===== src/assert_macros.svh =====
// Assertion macros shared by the elevator stepper controller RTL.
// Each macro samples on the rising edge of clk and is disabled while rst_n is low.
`ifndef ASSERT_MACROS_SVH
`define ASSERT_MACROS_SVH

// Checks that prop holds at every edge outside reset.
`define ESC_ASSERT(label, prop, msg) \
  label: assert property (@(posedge clk) disable iff (!rst_n) (prop)) else $error(msg);

// Checks that cond at one edge implies prop at the next edge, outside reset.
`define ESC_ASSERT_NEXT(label, cond, prop, msg) \
  label: assert property (@(posedge clk) disable iff (!rst_n) (cond) |=> (prop)) \
    else $error(msg);

`endif


===== src/esc_pkg.sv =====
// Shared types, codes and the coil table for the elevator stepper controller.
// No dependencies; every RTL module imports this package.
package esc_pkg;

  // Number of floors the select button cycles through (2 to 4 usable here).
  localparam int NUM_FLOORS = 4;

  // Motion mode codes.
  localparam logic [2:0] MODE_STOP      = 3'd0;
  localparam logic [2:0] MODE_UP        = 3'd1;
  localparam logic [2:0] MODE_DOWN      = 3'd2;
  localparam logic [2:0] MODE_CALL_UP   = 3'd3;
  localparam logic [2:0] MODE_CALL_DOWN = 3'd4;

  // Travel direction codes.
  localparam logic [1:0] DIR_CLOSED = 2'd0;
  localparam logic [1:0] DIR_IDLE   = 2'd1;
  localparam logic [1:0] DIR_RISE   = 2'd2;
  localparam logic [1:0] DIR_FALL   = 2'd3;

  // Configuration register indexes.
  localparam logic [1:0] REG_DWELL      = 2'd0;
  localparam logic [1:0] REG_OPEN_START = 2'd1;
  localparam logic [1:0] REG_OPEN_END   = 2'd2;
  localparam logic [1:0] REG_CALL_CLOSE = 2'd3;

  // Configuration reset values in milliseconds.
  localparam logic [15:0] DWELL_RST      = 16'd5000;
  localparam logic [15:0] OPEN_START_RST = 16'd1500;
  localparam logic [15:0] OPEN_END_RST   = 16'd3500;
  localparam logic [15:0] CALL_CLOSE_RST = 16'd2500;

  localparam logic [15:0] ELAPSED_MAX = 16'hFFFF;

  typedef struct packed {
    logic [15:0] dwell_ms;
    logic [15:0] open_start_ms;
    logic [15:0] open_end_ms;
    logic [15:0] call_close_ms;
  } cfg_t;

  typedef struct packed {
    logic [1:0] current_floor;
    logic       at_floor;
    logic       call_down_press;
    logic       call_up_press;
    logic       next_floor_press;
    logic       confirm_press;
    logic       ms_tick;
  } item_t;

  typedef struct packed {
    logic [1:0] selected_floor_out;
    logic [3:0] floor_leds;
    logic [3:0] request_mask;
    logic [1:0] travel_direction;
    logic [2:0] motion_mode;
    logic       door_open;
    logic [3:0] coil_drive;
  } result_t;

  // Eight-phase half-step coil pattern.
  function automatic logic [3:0] coil_pattern(input logic [2:0] phase);
    logic [3:0] pat;
    case (phase)
      3'd0:    pat = 4'h1;
      3'd1:    pat = 4'h3;
      3'd2:    pat = 4'h2;
      3'd3:    pat = 4'h6;
      3'd4:    pat = 4'h4;
      3'd5:    pat = 4'hC;
      3'd6:    pat = 4'h8;
      default: pat = 4'h9;
    endcase
    return pat;
  endfunction

endpackage


===== src/esc_cfg_regs.sv =====
// APB-style configuration registers for the elevator stepper controller.
// Depends on esc_pkg for the register indexes, reset values and cfg_t.
module esc_cfg_regs import esc_pkg::*; (
  input  logic        clk,
  input  logic        rst_n,
  input  logic        psel,
  input  logic        penable,
  input  logic        pwrite,
  input  logic [3:0]  paddr,
  input  logic [31:0] pwdata,
  output logic [31:0] prdata,
  output logic        pready,
  output cfg_t        cfg
);

  cfg_t       cfg_r;
  logic       wr_en;
  logic [1:0] reg_idx;

  assign pready  = 1'b1;
  assign wr_en   = psel && penable && pwrite && pready;
  assign reg_idx = paddr[3:2];
  assign cfg     = cfg_r;

  // Register writes at the access phase.
  always_ff @(posedge clk) begin
    if (!rst_n) begin
      cfg_r.dwell_ms      <= DWELL_RST;
      cfg_r.open_start_ms <= OPEN_START_RST;
      cfg_r.open_end_ms   <= OPEN_END_RST;
      cfg_r.call_close_ms <= CALL_CLOSE_RST;
    end else if (wr_en) begin
      case (reg_idx)
        REG_DWELL:      cfg_r.dwell_ms      <= pwdata[15:0];
        REG_OPEN_START: cfg_r.open_start_ms <= pwdata[15:0];
        REG_OPEN_END:   cfg_r.open_end_ms   <= pwdata[15:0];
        REG_CALL_CLOSE: cfg_r.call_close_ms <= pwdata[15:0];
        default: ;
      endcase
    end
  end

  // Read-back mux.
  always_comb begin
    case (reg_idx)
      REG_DWELL:      prdata = {16'd0, cfg_r.dwell_ms};
      REG_OPEN_START: prdata = {16'd0, cfg_r.open_start_ms};
      REG_OPEN_END:   prdata = {16'd0, cfg_r.open_end_ms};
      REG_CALL_CLOSE: prdata = {16'd0, cfg_r.call_close_ms};
      default:        prdata = 32'd0;
    endcase
  end

endmodule


===== src/esc_core.sv =====
// Controller state and the per-item update of the elevator stepper controller.
// Depends on esc_pkg for codes, the coil table and the item/result types.
module esc_core import esc_pkg::*; (
  input  logic    clk,
  input  logic    rst_n,
  input  logic    adv,
  input  item_t   item,
  input  cfg_t    cfg,
  output result_t res_nxt
);

  logic [2:0]  mode_r, mode_nxt;
  logic [1:0]  dir_r, dir_nxt;
  logic [3:0]  req_r, req_nxt;
  logic [1:0]  sel_r, sel_nxt;
  logic [2:0]  phase_r, phase_nxt;
  logic [15:0] elapsed_r, elapsed_nxt;
  logic        door_cmd_r, door_cmd_nxt;
  logic        door_sent_r, door_sent_nxt;
  logic [3:0]  coil_r, coil_nxt;
  logic [3:0]  led_r, led_nxt;

  // Next state for one polling pass: tick, mode handler, confirm, next floor.
  always_comb begin
    logic [15:0] et;
    logic [3:0]  req_clr;
    logic [3:0]  cur_bit;
    logic [3:0]  sel_bit;
    logic [2:0]  sel_inc;

    mode_nxt      = mode_r;
    dir_nxt       = dir_r;
    req_nxt       = req_r;
    sel_nxt       = sel_r;
    phase_nxt     = phase_r;
    door_cmd_nxt  = door_cmd_r;
    door_sent_nxt = door_sent_r;
    coil_nxt      = coil_r;
    led_nxt       = led_r;

    // Saturating millisecond counter.
    et = (item.ms_tick && (elapsed_r != ELAPSED_MAX)) ? elapsed_r + 16'd1 : elapsed_r;
    elapsed_nxt = et;

    cur_bit = 4'b0001 << item.current_floor;
    req_clr = req_r & ~cur_bit;

    case (mode_r)
      MODE_STOP: begin
        door_sent_nxt = door_cmd_r;
        if (req_r == 4'd0) begin
          // Nothing requested: park and wait for a hall call.
          coil_nxt = coil_pattern(phase_r);
          dir_nxt  = DIR_CLOSED;
          if (item.call_up_press) begin
            elapsed_nxt  = 16'd0;
            dir_nxt      = DIR_IDLE;
            door_cmd_nxt = 1'b1;
            mode_nxt     = MODE_CALL_UP;
          end else if (item.call_down_press) begin
            elapsed_nxt  = 16'd0;
            dir_nxt      = DIR_IDLE;
            door_cmd_nxt = 1'b1;
            mode_nxt     = MODE_CALL_DOWN;
          end
        end else begin
          // Dwell at a served floor; the served request clears once it ends.
          if (et > cfg.dwell_ms) begin
            req_nxt = req_clr;
          end
          if (req_nxt == 4'd0) begin
            coil_nxt = coil_pattern(phase_r);
            dir_nxt  = DIR_CLOSED;
          end else if (et <= cfg.dwell_ms) begin
            door_cmd_nxt = (et > cfg.open_start_ms) && (et < cfg.open_end_ms);
            coil_nxt     = coil_pattern(phase_r);
          end else begin
            elapsed_nxt = 16'd0;
            if (dir_r == DIR_RISE) begin
              mode_nxt = MODE_UP;
            end else if (dir_r == DIR_FALL) begin
              mode_nxt = MODE_DOWN;
            end
          end
        end
      end
      MODE_UP, MODE_DOWN: begin
        // Step the coils on each tick and stop at a requested floor.
        dir_nxt = (mode_r == MODE_UP) ? DIR_RISE : DIR_FALL;
        if (item.ms_tick) begin
          coil_nxt  = coil_pattern(phase_r);
          phase_nxt = (mode_r == MODE_UP) ? phase_r + 3'd1 : phase_r - 3'd1;
        end
        if (((req_r & cur_bit) != 4'd0) && item.at_floor) begin
          led_nxt     = 4'd0;
          elapsed_nxt = 16'd0;
          mode_nxt    = MODE_STOP;
        end
      end
      MODE_CALL_UP, MODE_CALL_DOWN: begin
        // Door open after a hall call until the close time passes.
        door_sent_nxt = door_cmd_r;
        if (et > cfg.call_close_ms) begin
          door_cmd_nxt = 1'b0;
        end
      end
      default: ;
    endcase

    // Confirm registers the selected floor when it lies ahead, or any floor while idle.
    sel_bit = 4'b0001 << sel_r;
    if (item.confirm_press) begin
      if (dir_nxt == DIR_IDLE) begin
        req_nxt = req_nxt | sel_bit;
        if (sel_r > item.current_floor) begin
          mode_nxt = MODE_UP;
        end else if (sel_r < item.current_floor) begin
          mode_nxt = MODE_DOWN;
        end
      end else if (dir_nxt == DIR_RISE && sel_r > item.current_floor) begin
        req_nxt = req_nxt | sel_bit;
      end else if (dir_nxt == DIR_FALL && sel_r < item.current_floor) begin
        req_nxt = req_nxt | sel_bit;
      end
    end

    // Floor select button wraps over the floor count.
    sel_inc = {1'b0, sel_r} + 3'd1;
    if (item.next_floor_press) begin
      sel_nxt = (int'(sel_inc) >= NUM_FLOORS) ? 2'd0 : sel_inc[1:0];
      led_nxt = 4'b0001 << sel_nxt;
    end
  end

  // Control state moves only when an item passes to the result register.
  always_ff @(posedge clk) begin
    if (!rst_n) begin
      mode_r      <= MODE_STOP;
      dir_r       <= DIR_CLOSED;
      req_r       <= 4'd0;
      sel_r       <= 2'd0;
      phase_r     <= 3'd0;
      elapsed_r   <= 16'd0;
      door_cmd_r  <= 1'b0;
      door_sent_r <= 1'b0;
      coil_r      <= 4'd0;
      led_r       <= 4'd0;
    end else if (adv) begin
      mode_r      <= mode_nxt;
      dir_r       <= dir_nxt;
      req_r       <= req_nxt;
      sel_r       <= sel_nxt;
      phase_r     <= phase_nxt;
      elapsed_r   <= elapsed_nxt;
      door_cmd_r  <= door_cmd_nxt;
      door_sent_r <= door_sent_nxt;
      coil_r      <= coil_nxt;
      led_r       <= led_nxt;
    end
  end

  // The result of a pass is the state it leaves behind.
  assign res_nxt.coil_drive         = coil_nxt;
  assign res_nxt.door_open          = door_sent_nxt;
  assign res_nxt.motion_mode        = mode_nxt;
  assign res_nxt.travel_direction   = dir_nxt;
  assign res_nxt.request_mask       = req_nxt;
  assign res_nxt.floor_leds         = led_nxt;
  assign res_nxt.selected_floor_out = sel_nxt;

endmodule


===== src/elevator_stepper_controller.sv =====
// Top level of the elevator stepper controller: input register, core, result register.
// Depends on esc_pkg, esc_cfg_regs, esc_core and assert_macros.svh.
//
//   channel  | direction | handshake          | payload
//   in_      | slave     | tvalid / tready    | tdata[7:0]  polling pass
//   out_     | master    | tvalid / tready    | tdata[23:0] controller status
//   cfg_     | slave     | psel / penable     | 4 x 16-bit timing registers
//
// One item per clock while out_tready is high; a result is offered from the result register.
// The rate is set by the combinational state update in the core between the two registers.
// Synchronous reset clears both registers' valid flags and all controller state.
// A stalled output holds its result while one more item waits in the input register.
module elevator_stepper_controller import esc_pkg::*; (
  input  logic        clk,
  input  logic        rst_n,
  // Fields from bit 0: ms_tick, confirm_press, next_floor_press, call_up_press,
  // call_down_press, at_floor, current_floor[1:0].
  input  logic [7:0]  in_tdata,
  input  logic        in_tvalid,
  output logic        in_tready,
  // Fields from bit 0: coil_drive[3:0], door_open, motion_mode[2:0],
  // travel_direction[1:0], request_mask[3:0], floor_leds[3:0],
  // selected_floor_out[1:0], then four zero bits.
  output logic [23:0] out_tdata,
  output logic        out_tvalid,
  input  logic        out_tready,
  input  logic        cfg_psel,
  input  logic        cfg_penable,
  input  logic        cfg_pwrite,
  input  logic [3:0]  cfg_paddr,
  input  logic [31:0] cfg_pwdata,
  output logic [31:0] cfg_prdata,
  output logic        cfg_pready
);

`include "assert_macros.svh"

  cfg_t    cfg;
  item_t   s1_item_r;
  logic    s1_valid_r;
  result_t res_nxt;
  result_t out_res_r;
  logic    out_valid_r;
  logic    adv;

  esc_cfg_regs u_cfg (
    .clk     (clk),
    .rst_n   (rst_n),
    .psel    (cfg_psel),
    .penable (cfg_penable),
    .pwrite  (cfg_pwrite),
    .paddr   (cfg_paddr),
    .pwdata  (cfg_pwdata),
    .prdata  (cfg_prdata),
    .pready  (cfg_pready),
    .cfg     (cfg)
  );

  // An item moves on when the result register is empty or being drained.
  assign adv       = s1_valid_r && (!out_valid_r || out_tready);
  assign in_tready = !s1_valid_r || adv;

  // Input register.
  always_ff @(posedge clk) begin
    if (!rst_n) begin
      s1_valid_r <= 1'b0;
    end else if (in_tready) begin
      s1_valid_r <= in_tvalid;
    end
  end

  always_ff @(posedge clk) begin
    if (in_tready && in_tvalid) begin
      s1_item_r <= item_t'(in_tdata);
    end
  end

  esc_core u_core (
    .clk     (clk),
    .rst_n   (rst_n),
    .adv     (adv),
    .item    (s1_item_r),
    .cfg     (cfg),
    .res_nxt (res_nxt)
  );

  // Result register.
  always_ff @(posedge clk) begin
    if (!rst_n) begin
      out_valid_r <= 1'b0;
    end else if (adv) begin
      out_valid_r <= 1'b1;
    end else if (out_tready) begin
      out_valid_r <= 1'b0;
    end
  end

  always_ff @(posedge clk) begin
    if (adv) begin
      out_res_r <= res_nxt;
    end
  end

  assign out_tvalid = out_valid_r;
  assign out_tdata  = {4'd0, out_res_r};

  // Checks on the pipeline control.
  `ESC_ASSERT(a_stall_only_when_full, !in_tready |-> (s1_valid_r && out_valid_r && !out_tready), "input stalled while a stage is free")
  `ESC_ASSERT_NEXT(a_adv_fills_out, adv, out_valid_r, "advanced item did not reach the result register")
  `ESC_ASSERT(a_reset_empties, !$past(rst_n) |-> (!out_valid_r && !s1_valid_r), "pipeline not empty after reset")

endmodule


===== config.mk =====
export PLATFORM = sky130hd
export DESIGN_NAME = elevator_stepper_controller
export DESIGN_NICKNAME = d
export VERILOG_FILES = /design/src/esc_pkg.sv /design/src/esc_cfg_regs.sv /design/src/esc_core.sv /design/src/elevator_stepper_controller.sv
export VERILOG_INCLUDE_DIRS = /design/src /design/src/src
export SDC_FILE = /design/constraint.sdc
export NUM_CORES = 1
export LEC_CHECK = 0
export BUFFER_PORTS_ARGS = -buffer_cell sky130_fd_sc_hd__buf_4
export CAP_MARGIN = 5
export CORE_UTILIZATION = 40
export DETAILED_ROUTE_END_ITERATION = 8
export PLACE_DENSITY_LB_ADDON = 0.08
export SYNTH_ARGS = -nofsm -noshare
export SYNTH_HDL_FRONTEND = slang
export SYNTH_HIERARCHICAL = 1
export SYNTH_SLANG_ARGS = --single-unit

===== constraint.sdc =====
create_clock -name clk -period 3.7 [get_ports clk]
set_input_delay 0.555 -clock clk [delete_from_list [all_inputs] [get_ports clk]]
set_output_delay 0.555 -clock clk [all_outputs]
set_load 0.05 [all_outputs]

==> flow_summary.ini, run 1 <==
[status]
status = finished, violations left
violations = negative setup slack

[critical_path]
reg2reg_to = out_tdata[0]
slowest_delay_ns = 0.43
cp_num_buf_inv = 2
r2r-start = u_core/elapsed_r[1]
worstPathMaxFanout = 4
cp-end-kind = flip-flop
start_kind = flip-flop
critical_path_class = reg2reg
crit_top_cell = ha_4
crit_path_top_delay_cell = a2111o_1
crit_arrival_ns = 3.93
reg2reg_depth = 16
worstPathRequired_ns = 3.87
path_cells = ha_4, nand2_4, nor4_4, buf_4, a2111oi_4, nand4_1, buf_6, nor2_4, xnor2_2, ha_4, nand4_4, a2111o_1, a311oi_2, a211o_1, a21oi_4, mux2_2
crit_family = compound AO/OA/AOI/OAI gates
reg2reg_slack_ns = -0.06

[synthesis]
yosysUniqueCellTypes = 80
yosys_warnings = 6
synthTopCellsByArea = dfxtp_1 24%, ha_1 11%, edfxtp_1 9.6%, mux2i_1 7.2%, nand2_1 4.3%
syn_area_um2 = 8730
synth.top_cell.area_share_pct = 24.3
synth_cells = 929
async_flop_share_pct = 0
synth_ff_type = dfxtp_1
postSynthAreaPerCell_um2 = 9.40
synth_edf_count = 28
ys_seq_elements = 134
yosysSeqAreaShare_pct = 33.9
yosys.area.top_type = dfxtp_1

[placed_design]
place_congestion = 0.857
dp_hpwl_um = 16200
io_buffer_count = 70

[global_routing]
grt_max_degree = 65
grt_pass1_wl_um = 36800
grt_pass1_vias = 6834
antenna_found_initial = 0
grt_overflow_total = 0
grt.total_usage_pct = 21.3

[worst_hold_path]
hp-start = in_tdata[3]
whs_path_depth = 1
min_to = s1_item_r[3]
hp-class = in2reg

[cts]
htreeDepth = 4
cts_sinks = 134
clkTransAtPathRegs_ns = 0.06
cts-root-buf = clkbuf_16
cts_tree = built
insertion_delay_ns = 0.42
cts_buffers = 17
clockBufferDepth = 2

[die]
die_w_um = 150
num_io_pins = 110
core-area_um2 = 21200
rows = 53
start_util_pct = 41.1
fp.dieH_um = 150
die_area_um2 = 22400

[power]
vdd_ir_drop_max_uv = 311
switchingPower_mw = 1.13
cellInternalPower_mw = 2.92
power_density_nw_per_um2 = 373
p_sw_share_pct = 27.9
p_leak_nw = 4.98
seqPwrFrac_pct = 39.1
p_clk_share_pct = 44.8
p_comb_share_pct = 16.1

[timing]
fmaxAchievable_ghz = 0.266
period_share_pct = 102
fin_ws_ns = -0.0612
maxSlewViolCount = 0
setup_viol = 27
tns_ns = -0.654
period_minus_slack_ns = 3.76
worstMarginPinSlew_ns = 1.19
finalHoldViolCount = 0
slew_headroom_pct = 20.5
skew_ns = 0.00838
rsz0062_at_grt = true

[layout]
fin_nets = 1185
area_growth_pct = 24.4
drive_gt1_share_pct = 27.1
fill_cells = 2030
final_core_util_pct = 51.2
n_antenna_cell = 0

[drt]
num_vias = 6962
antenna_left = 0
drt_iter0_drc = 372
wl_per_cell_um = 16.7
drc_errors = 0
drtPass1Iterations = 5
avgViaCountPerCell = 5.18
drt-total-wl_um = 22400

[run]
maxCapViolCount = 0
[routing by layer]
| metal | up-vias | share of wire [%] | wire [um] | GRT usage (%) |
|---|---|---|---|---|
| met5 | - | 0 | 0 | 0 |
| met4 | 0 | 0.76 | 170 | 4.95 |
| met3 | 10 | 3.1 | 698 | 3.45 |
| met2 | 126 | 45 | 10000 | 32.8 |
| met1 | 3326 | 51 | 11500 | 30.8 |
| li1 | 3500 | - | - | - |
[timing repair]
action	in CTS	in global routing
resized for setup	22	32
setup buffers	11	5
pin swaps	32	31
setup endpoints to repair	36	38
gates cloned	0	1
hold buffers	0	0
[synth_stat cells (all sizes together) (3+ instances only)]
cell     instances
mux4            17
nor3            12
nand4           22
o21ai           54
mux2             6
nor2b           37
or2              8
ha              77
o31ai            5
and3             5
and2b            8
xor2             3
nor2            38
edfxtp          28
a22o             4
mux2i           64
dfxtp          106
a31oi            5
a22oi            7
a21oi           34
inv             91
o2111ai          4
nand3           14
conb             3
o211a            8
xnor2           15
o2bb2ai          5
buf             41
nand3b           5
o21a             7
o211ai          15
nor4             4
nand2          101
a21boi           8
a21o            13
nand2b           3
and2            10
clkbuf          23
[placed cells by master (no fill, tap or decap), drive strengths merged, types with 6 or more instances in the layout]
cell,instances
buf,154
dfxtp,106
nand2,101
inv,93
ha,77
mux2i,64
o21ai,54
nor2,39
nor2b,37
a21oi,34
edfxtp,28
nand4,22
conb,21
clkbuf,17
mux4,17
o211ai,15
xnor2,15
nand3,14
a21o,13
nor3,12
and2,10
o211a,8
a21boi,8
or2,8
clkinv,8
and2b,8
o21a,7
a22oi,7
mux2,6
[power groups by stage]
stage	Combinational [mW]	Sequential [mW]	Clock (mW)
after floorplan	0.415	1.65	0
after global placement	0.610	1.62	0
after detailed placement	0.613	1.62	0
after CTS	0.633	1.59	1.87
after global routing	0.710	1.59	1.94
final	0.655	1.58	1.82
[kinds of logic after synthesis]
group	after synthesis	share of synthesized area [%]
fa+ha+maj	77	11.0
buf+inv	155	8.58
compound gates	182	14.9
flops	134	33.9
mux	87	12.7
other cells	3	0.129
simple gates	273	16.9
xor+xnor	18	1.81
[sequential cells by signal (all words and copies together), names as in the netlist]
name                cells
u_cfg/cfg              64
u_core/dir_r            2
u_core/door_cmd_r       1
u_core/mode_r           3
out_tdata              20
u_core/coil_r           4
u_core/led_r            4
s1_item_r               8
u_core/door_sent_r      1
u_core/elapsed_r       16
u_core/req_r            4
s1_valid_r              1
out_tvalid              1
u_core/phase_r          3
u_core/sel_r            2
[metrics by stage]
stage	area (um^2)	worst slack, ns	power [mW]	instances	hold slack (ns)
final	10900	-0.0612	4.06	1345	0.313
after global routing	10900	-0.242	4.24	1345	0.285
after CTS	10700	-0.0257	4.09	1341	0.289
after detailed placement	9860	-0.141	2.23	1298	0.467
after global placement	9860	-0.137	2.23	1298	0.458
after floorplan	8850	0.00798	2.06	947	0.443
[how the worst max path moves through the flow]
stage	start	to	depth (start not counted)
after floorplan	u_core/elapsed_r[0]	out_tdata[10]	15
after global placement	u_core/elapsed_r[1]	out_tdata[3]	15
after detailed placement	u_core/elapsed_r[4]	out_tdata[0]	14
after CTS	u_core/elapsed_r[1]	out_tdata[6]	17
after global routing	u_core/elapsed_r[1]	u_core/mode_r[1]	20
final	u_core/elapsed_r[1]	out_tdata[0]	16
[final cells by class]
cell class,instances,area (um^2),share of cell area [%]
Tap cell,275,344,3.17
Timing Repair Buffer,154,1210,11.1
Clock inverter,15,203,1.87
Clock buffer,17,425,3.92
Inverter,91,349,3.21
Sequential cell,134,2970,27.3
Multi-Input combinational cell,659,5360,49.4
Power figures use the tool's default switching activity.
==> inputs of run 2 (changes only) <==
- ABC_CLOCK_PERIOD_IN_PS: unset -> 3700
- CELL_PAD_IN_SITES_DETAIL_PLACEMENT: unset -> 1
- CELL_PAD_IN_SITES_GLOBAL_PLACEMENT: unset -> 1
==> flow_summary.ini, run 2 (synthesized netlist as in run 1, its figures left out) <==
[critical_path]
slowest_delay_ns = 0.46
crit_family = compound AO/OA/AOI/OAI gates
crit_path_top_delay_cell = a2111o_1
path_cells = buf_6, nand3_2, or2_4, a2111oi_4, nand4_1, buf_6, nor2_4, xnor2_4, ha_4, nand4_4, a2111o_1, a31oi_4, o21ai_4, a31oi_4, inv_2, mux2i_4, o21ai_1
crit_start = u_core/elapsed_r[0]
cp_num_buf_inv = 3
cp-end-kind = flip-flop
start_kind = flip-flop
crit_arrival_ns = 4.15
r2r-start = u_core/elapsed_r[0]
worstPathRequired_ns = 3.88
worstPathMaxFanout = 5
critical_path_class = reg2reg

[drt]
drt-total-wl_um = 25000
drtPass1Iterations = 4
avgViaCountPerCell = 5.32
num_vias = 7160
drt_iter0_drc = 249
antenna_left = 0
drc_errors = 0
wl_per_cell_um = 18.6

[cts]
htreeDepth = 4
cts-root-buf = clkbuf_16
insertion_delay_ns = 0.43
cts_tree = built
cts_buffers = 17
clkTransAtPathRegs_ns = 0.07
clockBufferDepth = 2
postCtsHoldBufs = 0
cts_sinks = 134

[die]
num_io_pins = 110
fp.dieH_um = 150
die_area_um2 = 22400
start_util_pct = 41.1
rows = 53
core-area_um2 = 21200
die_w_um = 150

[timing]
skew_ns = 0.0154
rsz0062_at_grt = true
fmaxAchievable_ghz = 0.252
worstMarginPinSlew_ns = 1.06
maxSlewViolCount = 0
setup_viol = 41
finalHoldViolCount = 0
hold_slack_ns = 0.295
fin_ws_ns = -0.269
slew_headroom_pct = 29.5
period_minus_slack_ns = 3.97
period_share_pct = 107

[layout]
final_cell_mix = 142 x buf_4, 101 x dfxtp_1, 100 x nand2_1, 88 x inv_1, 73 x ha_1
n_antenna_cell = 0
layout_commonest_cell = buf_4
area_growth_pct = 26.2
seq_area_um2 = 2970
fin_nets = 1187
final_core_util_pct = 52.0
multi_input_area_um2 = 5510
drive_gt1_share_pct = 28.5
largest_reg_flops = 64
fill_cells = 2434
fin_area_um2 = 11000

[power]
p_leak_nw = 5.04
vdd_ir_drop_max_uv = 244
power_density_nw_per_um2 = 366

[global_routing]
grt_max_degree = 90
grt_overflow_total = 0
grt.total_usage_pct = 23.1
antenna_found_initial = 0
grt_pass1_vias = 7491
grt_pass1_wl_um = 40100

[placed_design]
io_buffer_count = 70
dp_hpwl_um = 17400
post_dp_cell_area_um2 = 9860
place_congestion = 0.787

[worst_hold_path]
hp-class = in2reg
hp-start = in_tdata[2]

[status]
violations = negative setup slack
status = finished, violations left

[run]
maxCapViolCount = 0
run 2: changes by cell type in the layout (fill, tap and decap cells not counted), sizes merged:
cell	change
buf	+2
bufinv	-3
clkinv	-5
clkinvlp	+2
inv	+6
run 2: area by class of cell:
cell class / count / area share, %
multi-input cells: 659 / 50.0
flip-flops and latches: 134 / 27.0
repair buffers: 156 / 11.4
clock buffers: 17 / 3.86
inverters: 91 / 3.17
well taps: 275 / 3.12
clock inverters: 15 / 1.44
run 2: path summary, 6_finish.rpt:
path / to / slack [ns] / cells after the start
max: out_tdata[11] / -0.27 / 17
min: s1_item_r[2] / 0.29 / 1
max reg2reg: out_tdata[11] / -0.27 / 17
min reg2reg: u_cfg/cfg[43] / 0.48 / 2
run 2: power by group:
part	switching, mW	internal, mW
clock network	0.768	0.953
registers	0.0427	1.54
logic	0.441	0.286
total	1.25	2.78
run 2: timing repair:
action | in CTS | in global routing
cloned | 2 | 0
buffers inserted | 13 | 6
endpoints found under the setup margin | 43 | 43
pin swaps | 58 | 25
gates resized for setup | 48 | 41
run 2: worst register-to-register path: cells and delay by family, from the launching register on:
kind	cells	cell delay, ns
XOR/XNOR	1	0.11
flip-flops	1	0.37
multiplexers	1	0.24
AND/OR/NAND/NOR	5	0.74
buffers and inverters	3	0.38
adder cells (fa/ha/maj)	1	0.30
AO/OA/AOI/OAI	6	1.59
run 2: layer usage:
| metal | global-route usage, % | vias up | wire length, um | part of all wire, % |
|---|---|---|---|---|
| met3 | 3.20 | 19 | 751 | 3.0 |
| met2 | 38.1 | 105 | 11900 | 47 |
| met4 | 5.91 | 0 | 231 | 0.92 |
| li1 | - | 3518 | - | - |
| met1 | 31.6 | 3518 | 12200 | 49 |
| met5 | 0 | - | 0 | 0 |
run 2: metrics by stage:
step	setup TNS (ns)	power, mW	setup WS (ns)	instances
final	-6.32	4.03	-0.269	1347
after global routing	-12.42	4.20	-0.395	1347
after CTS	-3.27	4.04	-0.166	1342
after detailed placement	-9.23	2.24	-0.409	1296
after global placement	-7.32	2.24	-0.349	1296
after floorplan	0	2.06	0.00798	947
